## config.mk

```make
export PLATFORM = sky130hd
export DESIGN_NAME = swr_row
export DESIGN_NICKNAME = d
export VERILOG_FILES = /design/src/rtl/swr_pkg.sv /design/src/rtl/swr_row.sv
export SDC_FILE = /design/constraint.sdc
export NUM_CORES = 1
export LEC_CHECK = 0
export BUFFER_PORTS_ARGS = -buffer_cell sky130_fd_sc_hd__buf_2
export CAP_MARGIN = 20
export CORE_ASPECT_RATIO = 0.75
export CORE_MARGIN = 1.5
export CORE_UTILIZATION = 60
export DETAILED_ROUTE_END_ITERATION = 6
export PLACE_DENSITY = 0.78
export SLEW_MARGIN = 20
export SYNTH_ARGS = -nofsm -noshare
export SYNTH_HDL_FRONTEND = slang
export SYNTH_SLANG_ARGS = --single-unit
export TNS_END_PERCENT = 30
```

## constraint.sdc

```tcl
create_clock -name clk -period 6.5 [get_ports clk]
set_input_delay 0.325 -clock clk [delete_from_list [all_inputs] [get_ports clk]]
set_output_delay 0.325 -clock clk [all_outputs]
set_load 0.01 [all_outputs]
```

## src/rtl/swr_pkg.sv

```systemverilog
// Shared types, codes and constants of the scope waveform rasterizer.
package swr_pkg;

  // Default frame geometry
  localparam int DEF_FRAME_WIDTH  = 320;
  localparam int DEF_FRAME_HEIGHT = 160;

  // Q2.14 scale: fraction bits
  localparam int FRAC_BITS = 14;

  // Signed pixel coordinate, wide enough for a saturated row and column minus one
  localparam int COORD_W = 17;
  typedef logic signed [COORD_W-1:0] coord_t;

  // Trace row as produced by the sample conversion
  typedef logic signed [15:0] row_t;
  localparam row_t ROW_MAX = 16'sh7FFF;
  localparam row_t ROW_MIN = 16'sh8000;

  // 3-bit RGB color; black and white are replaced rather than blended
  typedef logic [2:0] color_t;
  localparam color_t COLOR_BLACK = 3'h0;
  localparam color_t COLOR_WHITE = 3'h7;

  // Input item commands
  typedef enum logic [1:0] {
    CMD_CLEAR = 2'd0,
    CMD_PLOT  = 2'd1,
    CMD_READ  = 2'd2
  } cmd_e;

  // Configuration register indexes
  localparam int CFG_INDEX_W = 2;
  typedef enum logic [CFG_INDEX_W-1:0] {
    REG_OFFSET = 2'd0,
    REG_SCALE  = 2'd1
  } reg_e;

  // Frame store operations
  typedef enum logic [1:0] {
    PIX_READ = 2'd0,
    PIX_PLOT = 2'd1,
    PIX_ZERO = 2'd2
  } pix_op_e;

  // Pixel request from the sequencer to the frame store
  typedef struct packed {
    logic    valid;
    pix_op_e op;
    coord_t  x;
    coord_t  y;
    color_t  color;
  } pix_req_t;

  // Read response from the frame store
  typedef struct packed {
    logic   valid;
    color_t color;
  } pix_rsp_t;

endpackage

```

## src/rtl/swr_row.sv

```systemverilog
// Sample to row conversion: offset, Q2.14 scale, saturation and rounding.
module swr_row #(
  parameter int FRAME_HEIGHT = swr_pkg::DEF_FRAME_HEIGHT
) (
  input  logic                clk,
  input  logic                rst,
  input  logic                start,
  input  logic [11:0]         sample,
  input  logic signed [13:0]  offset,
  input  logic [15:0]         scale,
  output logic                done,
  output swr_pkg::row_t       row
);
  import swr_pkg::*;

  localparam logic signed [32:0] TOP_Q  = 33'((FRAME_HEIGHT - 1) << FRAC_BITS);
  localparam logic signed [32:0] SAT_HI = 33'sd32767 <<< FRAC_BITS;
  localparam logic signed [32:0] SAT_LO = -(33'sd32768 <<< FRAC_BITS);
  localparam logic signed [32:0] HALF_Q = 33'sd1 <<< (FRAC_BITS - 1);
  localparam logic signed [32:0] BIAS_Q = (33'sd1 <<< FRAC_BITS) - 33'sd1;

  logic [3:0]         stg;
  logic signed [14:0] diff;
  logic signed [31:0] prod;
  logic signed [32:0] f_q;
  logic signed [32:0] g_q;
  logic               sat_hi_q;
  logic               sat_lo_q;
  logic signed [32:0] trunc;

  // Truncate toward zero: bias negative values before the shift
  assign trunc = g_q[32] ? (g_q + BIAS_Q) : g_q;

  // Advance the stage valids
  always_ff @(posedge clk) begin
    if (rst) begin
      stg  <= '0;
      done <= 1'b0;
    end else begin
      stg  <= {stg[2:0], start};
      done <= stg[3];
    end
  end

  // Datapath: difference, product, frame offset, round, saturate
  always_ff @(posedge clk) begin
    diff     <= $signed({3'b000, sample}) - $signed({offset[13], offset});
    prod     <= diff * $signed({1'b0, scale});
    f_q      <= TOP_Q - $signed({prod[31], prod});
    g_q      <= f_q + HALF_Q;
    sat_hi_q <= f_q > SAT_HI;
    sat_lo_q <= f_q < SAT_LO;
    if (stg[3]) begin
      if (sat_hi_q) begin
        row <= ROW_MAX;
      end else if (sat_lo_q) begin
        row <= ROW_MIN;
      end else begin
        row <= trunc[FRAC_BITS+15:FRAC_BITS];
      end
    end
  end

endmodule

```

# == After elaboration in Yosys (flattened, before gate mapping) ==
# Cells that the tools add are included.
# op_classes
n_mux,2
multipliers,1
n_lt_le_gt_ge,2
add_sub_neg,4
# ops
op,count
$add A33 B15 Y33 const B,1
$gt A33 B30 Y1 const B,1
$lt A33 B30 Y1 const B,1
$sub A23 B32 Y33 const A,1
$mul A15 B17 Y32,1
$add A30 B15 Y30 const B,1
$mux W30,1
$mux W16,1
$sub A13 B14 Y15,1
# totals
wordCells,18
ff_bits,136

# == Longest topological paths before layout ==
# Gate-level depths: netlist of the first run.
# depth
ltp_word,3
ltp_mapped,24
mapped_depth_nobuf,22

# == Least setup slack after synthesis of the first run ==
# OpenSTA, ideal clock, no wires.
# synth_path
kind,reg-to-reg
startpoint,register diff[8]
endpoint,register prod[27]
arrival_ns,5.802
slack_ns,0.575
stages_incl_launch_ff,23
setup_time_ns,0.123
t_required_ns,6.377
path_buffers,1
cell_sequence,dfxtp_1 -> clkbuf_1 -> nand2_1 -> fa_1 -> inv_1 -> fa_1 -> inv_1 -> fa_1 -> inv_1 -> fa_1 -> fa_1 -> inv_1 -> fa_1 -> inv_1 -> ha_1 -> or3_1 -> a211oi_1 -> nor3b_2 -> nor2_1 -> a311o_1 -> a21boi_1 -> o21bai_1 -> xor2_1
# synth_via
elab_chain_len,1
# synth_rtl
element,line_no,source
"start, declared",swr_row.sv:23,logic signed [14:0] diff;
"start signal, assigned",swr_row.sv:47,"diff <= $signed({3'b000, sample}) - $signed({offset[13], offset});"
$mul A15 B17 Y32,swr_row.sv:48,"prod <= diff * $signed({1'b0, scale});"
"end signal, assigned",swr_row.sv:48,
"end, declared",swr_row.sv:24,logic signed [31:0] prod;
# Every way passes these cells.
# A chain may end at the register's enable or synchronous reset.

# == Final worst setup path of the first run ==
# layout_path
startpoint,register diff[11]
endpoint,register prod[31]
# The elaborated chain is that of the path after synthesis.

==> results of run 1 <==
## logic make-up after synthesis
kind of cell / Yosys count / share of synthesized area (%)
buffers and inverters: 280 / 8.14
and+or+nand+nor: 423 / 16.5
adders and majority gates: 310 / 40.6
AOI/OAI and AO/OA: 119 / 6.21
DFF: 134 / 22.0
xor gates and xnor gates: 97 / 6.58
## worst min path at each step
stage,start,endpoint,slack [ns],depth (start not counted)
floorplan,f_q[8]$_DFF_P_,g_q[8]$_DFF_P_,0.32,0
global placement,f_q[7]$_DFF_P_,g_q[7]$_DFF_P_,0.33,0
detailed placement,f_q[8]$_DFF_P_,g_q[8]$_DFF_P_,0.33,0
CTS,offset[13],diff[14]$_DFF_P_,0.06,2
global route,offset[13],diff[14]$_DFF_P_,0.07,2
finish,offset[13],diff[14]$_DFF_P_,0.08,2
## state kept, by name, indices dropped and copies added, names as in the netlist
signal    count
f_q          33
sat_lo_q      1
row          16
diff         15
done          1
prod         32
g_q          31
sat_hi_q      1
stg           4
## cell type report
type / instances / area share [%]
Clock buffer: 20 / 3.08
Sequential cell: 134 / 20.1
Multi-Input combinational cell: 949 / 63.9
Inverter: 244 / 6.47
Clock inverter: 12 / 0.566
Tap cell: 288 / 2.55
Timing Repair Buffer: 83 / 3.32
## stage by stage
stage	cell area, um^2	cells
floorplan	12900	1363
global placement	13600	1698
detailed placement	13600	1698
CTS	14100	1730
global route	14200	1730
finish	14200	1730
## worst max-delay path: stages, from the launching register on
cell and delay, ns:
dfxtp_1 0.43, and2_1 0.22, fa_1 0.54, inv_1 0.06, fa_1 0.48, inv_1 0.06
fa_1 0.53, fa_1 0.52, fa_1 0.54, inv_1 0.06, fa_1 0.53, inv_1 0.04
ha_1 0.24, or3_1 0.40, a211oi_1 0.20, nor3b_2 0.30, nor2_1 0.12, a311o_1 0.43
a21boi_1 0.24, o31ai_1 0.12, xnor2_1 0.13
## metal layers
| layer | GRT usage, % | vias to the layer above |
|---|---|---|
| li1 | - | 4396 |
| met1 | 35.5 | 4493 |
| met2 | 40.6 | 299 |
| met3 | 5.43 | 43 |
| met4 | 7.57 | 0 |
| met5 | 0 | - |
## cell usage in the layout, fill, tap and decap left out, types with 27 or more instances in the layout
cell / Yosys / routed
a21oi_1: 33 / 33
and2_1: 102 / 102
buf_2: 1 / 61
dfxtp_1: 118 / 113
fa_1: 182 / 182
ha_1: 128 / 128
inv_1: 240 / 240
nand2_1: 158 / 158
nor2_1: 47 / 47
xnor2_1: 70 / 70
xor2_1: 27 / 27
==> results.toml, run 1 <==
[cts]
clock_latency_ns = 0.43
postCtsResizedCells = 0
htreeDepth = 4
cts_post_setup_buffers_inserted = 0
clk_pin_slew_worst_paths_ns = 0.07
ctsLongestPathBuffers = 2
holdBufCountCts = 0
clock_tree_from_tritoncts = "done"
clockRootBuffer = "clkbuf_16"
clock_sink_total = 134
cts-buffers-inserted = 17

[global_routing]
grt_max_degree = 19
number_of_antenna_violations_at_the_first_check_in_global_routing = 0
grtUsageTotal_pct = 25.6
grt_pass1_wl_mm = 44.3
gr-total-overflow = 0
grt_pass1_vias = 9373

[final_layout]
area_growth_pct = 9.57
diodes = 0
finalNetCount = 1784
fillers = 1695
multiInputGateArea_um2 = 9040
area.sequential_um2 = 2850
layout-drive-gt1-share_pct = 9.02
final_core_util_pct = 67.0

[sta]
min_period_ns = 6.31
finalSetupViolations = 0
worst_clock_skew_ns = 0.0152
hold_viol = 0
setup_tns_ns = 0
worstMarginPinSlew_ns = 0.727
finalMaxSlewViolations = 0
setup_ws_ns = 0.189
grt_setup_unrepaired = "true"
period_share_pct = 97.1
maxClockFrequency_ghz = 0.158
hold_slack_ns = 0.0777
timing.max_slew.rel_slack_pct = 50.3

[critical_path]
critPathArrivalTime_ns = 6.61
worstSetupPathType = "flop to flop"
reg2reg_setup_slack_ns = 0.19
worstReg2RegStart = "diff[11]$_DFF_P_"
reg2reg_to = "prod[31]$_DFF_P_"
critical_path.startpoint_type = "flop"
crit_path_max_fanout = 8
cp-end-kind = "flop"
timing.critical_path.to = "prod[31]$_DFF_P_"
critPathRequiredTime_ns = 6.80
critPathLaunch = "diff[11]$_DFF_P_"
r2r.worst_path.cells = 20

[synthesis]
postSynthRegisterBits = 134
ys_top_cells_by_area = "fa_1, dfxtp_1, ha_1"
yosysSeqAreaShare_pct = 22.0
yosys.area.top_type_share_pct = 28.2
postSynth.topFlopCell = "dfxtp_1"
yosys_warnings = 0
synth_enable_flop_cells = 16
netlist.top_cell.by_area = "fa_1"
netlist_area_um2 = 12900
postSynthAreaPerCell_um2 = 9.48
synth.cells.most_frequent = "inv_1, fa_1, nand2_1"
synth.net_count = 1718
postSynth.asyncResetShare_pct = 0
syn-instance-count = 1363
synth_most_common_cell = "inv_1"
synth_cell_types = 54

[route]
met3RoutedLength_mm = 1.77
detail_route.first_pass.iterations = 7
drc_errors = 0
vias_per_cell = 5.34
routed_wl_mm = 26.5
routed-wl-met2_mm = 12.4
maxUsedRoutingLayer = "met4"
drtAntennaViolNets = 0
detail_route.wl_per_cell_um = 15.3
vias = 9231
drt-met1-wl_mm = 11.9
drt_iter0_drc = 578

[floorplanning]
fp.coreArea_um2 = 21100
initial_utilization_pct = 61.2
rows = 46
chipHeight_um = 130
die_w_um = 172
number_of_top_level_pins = 62
die_area_um2 = 22400

[placed_design]
setup_slack_after_placement_ns = 0.137
place.port_buffers = 61
routabilityCongestion = 0.922
dp.final_hpwl_mm = 21.7

[job]
max_cap_violations = 0

[hold_path]
worstHoldPathType = "primary input to flop"

[status]
status = "finished clean"
Power of run 1 is left out: the tool's default activity adds up to more than one toggle a clock period on the data nets, which glitch-free logic cannot reach.
==> run 2: changes to the inputs <==
--- a/config.mk
+++ b/config.mk
@@ -7,9 +7,10 @@
 export LEC_CHECK = 0
 export BUFFER_PORTS_ARGS = -buffer_cell sky130_fd_sc_hd__buf_2
 export CAP_MARGIN = 20
-export CORE_ASPECT_RATIO = 0.75
+export CORE_ASPECT_RATIO = 1.1
 export CORE_MARGIN = 1.5
 export CORE_UTILIZATION = 60
+export CTS_CLUSTER_DIAMETER = 40
 export DETAILED_ROUTE_END_ITERATION = 6
 export PLACE_DENSITY = 0.78
 export SLEW_MARGIN = 20
==> results.toml, run 2 (same netlist as run 1, synthesis figures left out) <==
[cts]
htreeDepth = 4
ctsLongestPathBuffers = 2
clock_latency_ns = 0.43
cts_post_setup_buffers_inserted = 0
cts-buffers-inserted = 17
clock_sink_total = 134
holdBufCountCts = 0
clockRootBuffer = "clkbuf_16"
clock_tree_from_tritoncts = "done"
clk_pin_slew_worst_paths_ns = 0.06

[sta]
finalMaxSlewViolations = 0
hold_viol = 0
worstMarginPinSlew_ns = 0.686
timing.max_slew.rel_slack_pct = 53.1
grt_setup_unrepaired = "false"
finalSetupViolations = 0
setup_tns_ns = 0
min_period_ns = 6.21
worst_clock_skew_ns = 0.0100
hold_slack_ns = 0.0930
period_share_pct = 95.6
maxClockFrequency_ghz = 0.161

[route]
detail_route.first_pass.iterations = 5
vias = 9127
drtAntennaViolNets = 0
vias_per_cell = 5.29
drt_iter0_drc = 470
routed_wl_mm = 25.9
drc_errors = 0
detail_route.wl_per_cell_um = 15.0

[status]
status = "finished clean"

[floorplanning]
fp.coreArea_um2 = 21200
die_w_um = 143
die_area_um2 = 22400
number_of_top_level_pins = 62
initial_utilization_pct = 60.9
rows = 56
chipHeight_um = 157

[global_routing]
grt_max_degree = 19
met1_usage_pct = 27.7
grt_pass1_wl_mm = 43.5
grt_most_used_layer = "met2"
gr-total-overflow = 0
global_route.usage.met3_pct = 4.99
grt_use_met2_pct = 46.1
number_of_antenna_violations_at_the_first_check_in_global_routing = 0
grtUsageTotal_pct = 24.9
grt_pass1_vias = 9673

[placed_design]
routabilityCongestion = 0.900
dp.final_hpwl_mm = 20.9
place.port_buffers = 61

[critical_path]
critPathTopFamily = "adder cells"
slowest_stage = "fa_1"
cp-end-kind = "flop"
cp_num_buf_inv = 4
worstSetupPathType = "flop to flop"
critical_path_cell_list = "and2_1 > fa_1 > inv_1 > fa_1 > inv_1 > fa_1 > fa_1 > fa_1 > inv_1 > fa_1 > inv_1 > ha_1 > or3_1 > a211oi_1 > nor3b_2 > nor2_1 > a311o_1 > a21boi_1 > o21bai_1 > xor2_1"
critical_path.most_common_cell = "fa_1"
critPathRequiredTime_ns = 6.80
critPathArrivalTime_ns = 6.52
critical_path.startpoint_type = "flop"
crit_path_max_incr_delay_ns = 0.54
crit_path_max_fanout = 16

[final_layout]
finalNetCount = 1777
final_common_cell = "inv_1"
most-common-layout-cells = "inv_1, fa_1, nand2_1, ha_1, dfxtp_1"
diodes = 0
largest-register = "f_q"
area_growth_pct = 9.33
number_of_flip_flops_under_the_largest_register_name = 33
layout-drive-gt1-share_pct = 8.43
largestRegisters = "f_q (33), prod (32), g_q (31)"

[hold_path]
worstHoldPathType = "primary input to flop"

[job]
max_cap_violations = 0
run 2: timing repair:
| action | 4_1_cts | 5_1_grt |
|---|---|---|
| hold endpoints to repair | 0 | 0 |
| endpoints found under the setup margin | 0 | 6 |
| resized for setup | 0 | 4 |
run 2: per-stage QoR:
stage / std cells / setup WS [ns] / util (%) / area, um^2
floorplan: 1363 / 0.575 / - / 12900
global placement: 1693 / 0.372 / 63.9 / 13600
detailed placement: 1693 / 0.216 / 63.9 / 13600
CTS: 1725 / 0.203 / 66.5 / 14100
global route: 1725 / 0.0217 / 66.5 / 14100
finish: 1725 / 0.286 / 66.5 / 14100
run 2: path summary, 6_finish.rpt:
path              slack, ns  cells past startpoint                to       startpoint
setup / recovery       0.29                     20  prod[27]$_DFF_P_  diff[5]$_DFF_P_
hold / removal         0.09                      2  diff[14]$_DFF_P_       offset[13]
setup reg to reg       0.29                     20  prod[27]$_DFF_P_  diff[5]$_DFF_P_
hold reg to reg        0.34                      0    g_q[8]$_DFF_P_   f_q[8]$_DFF_P_
run 2: layout make-up:
class / instances / area (um^2)
inverter: 244 / 916
multi-input combinational: 949 / 9030
clock inverter: 11 / 103
sequential: 134 / 2850
fill: 1615 / 7100
clock buffer: 21 / 450
timing repair buffer: 76 / 418
tap: 290 / 363
run 2: layer usage:
layer / vias up / share of wire (%)
li1: 4373 / -
met1: 4417 / 41
met2: 268 / 52
met3: 69 / 4.9
met4: 0 / 2.9
met5: - / 0
Power of run 2 is left out for the same reason.
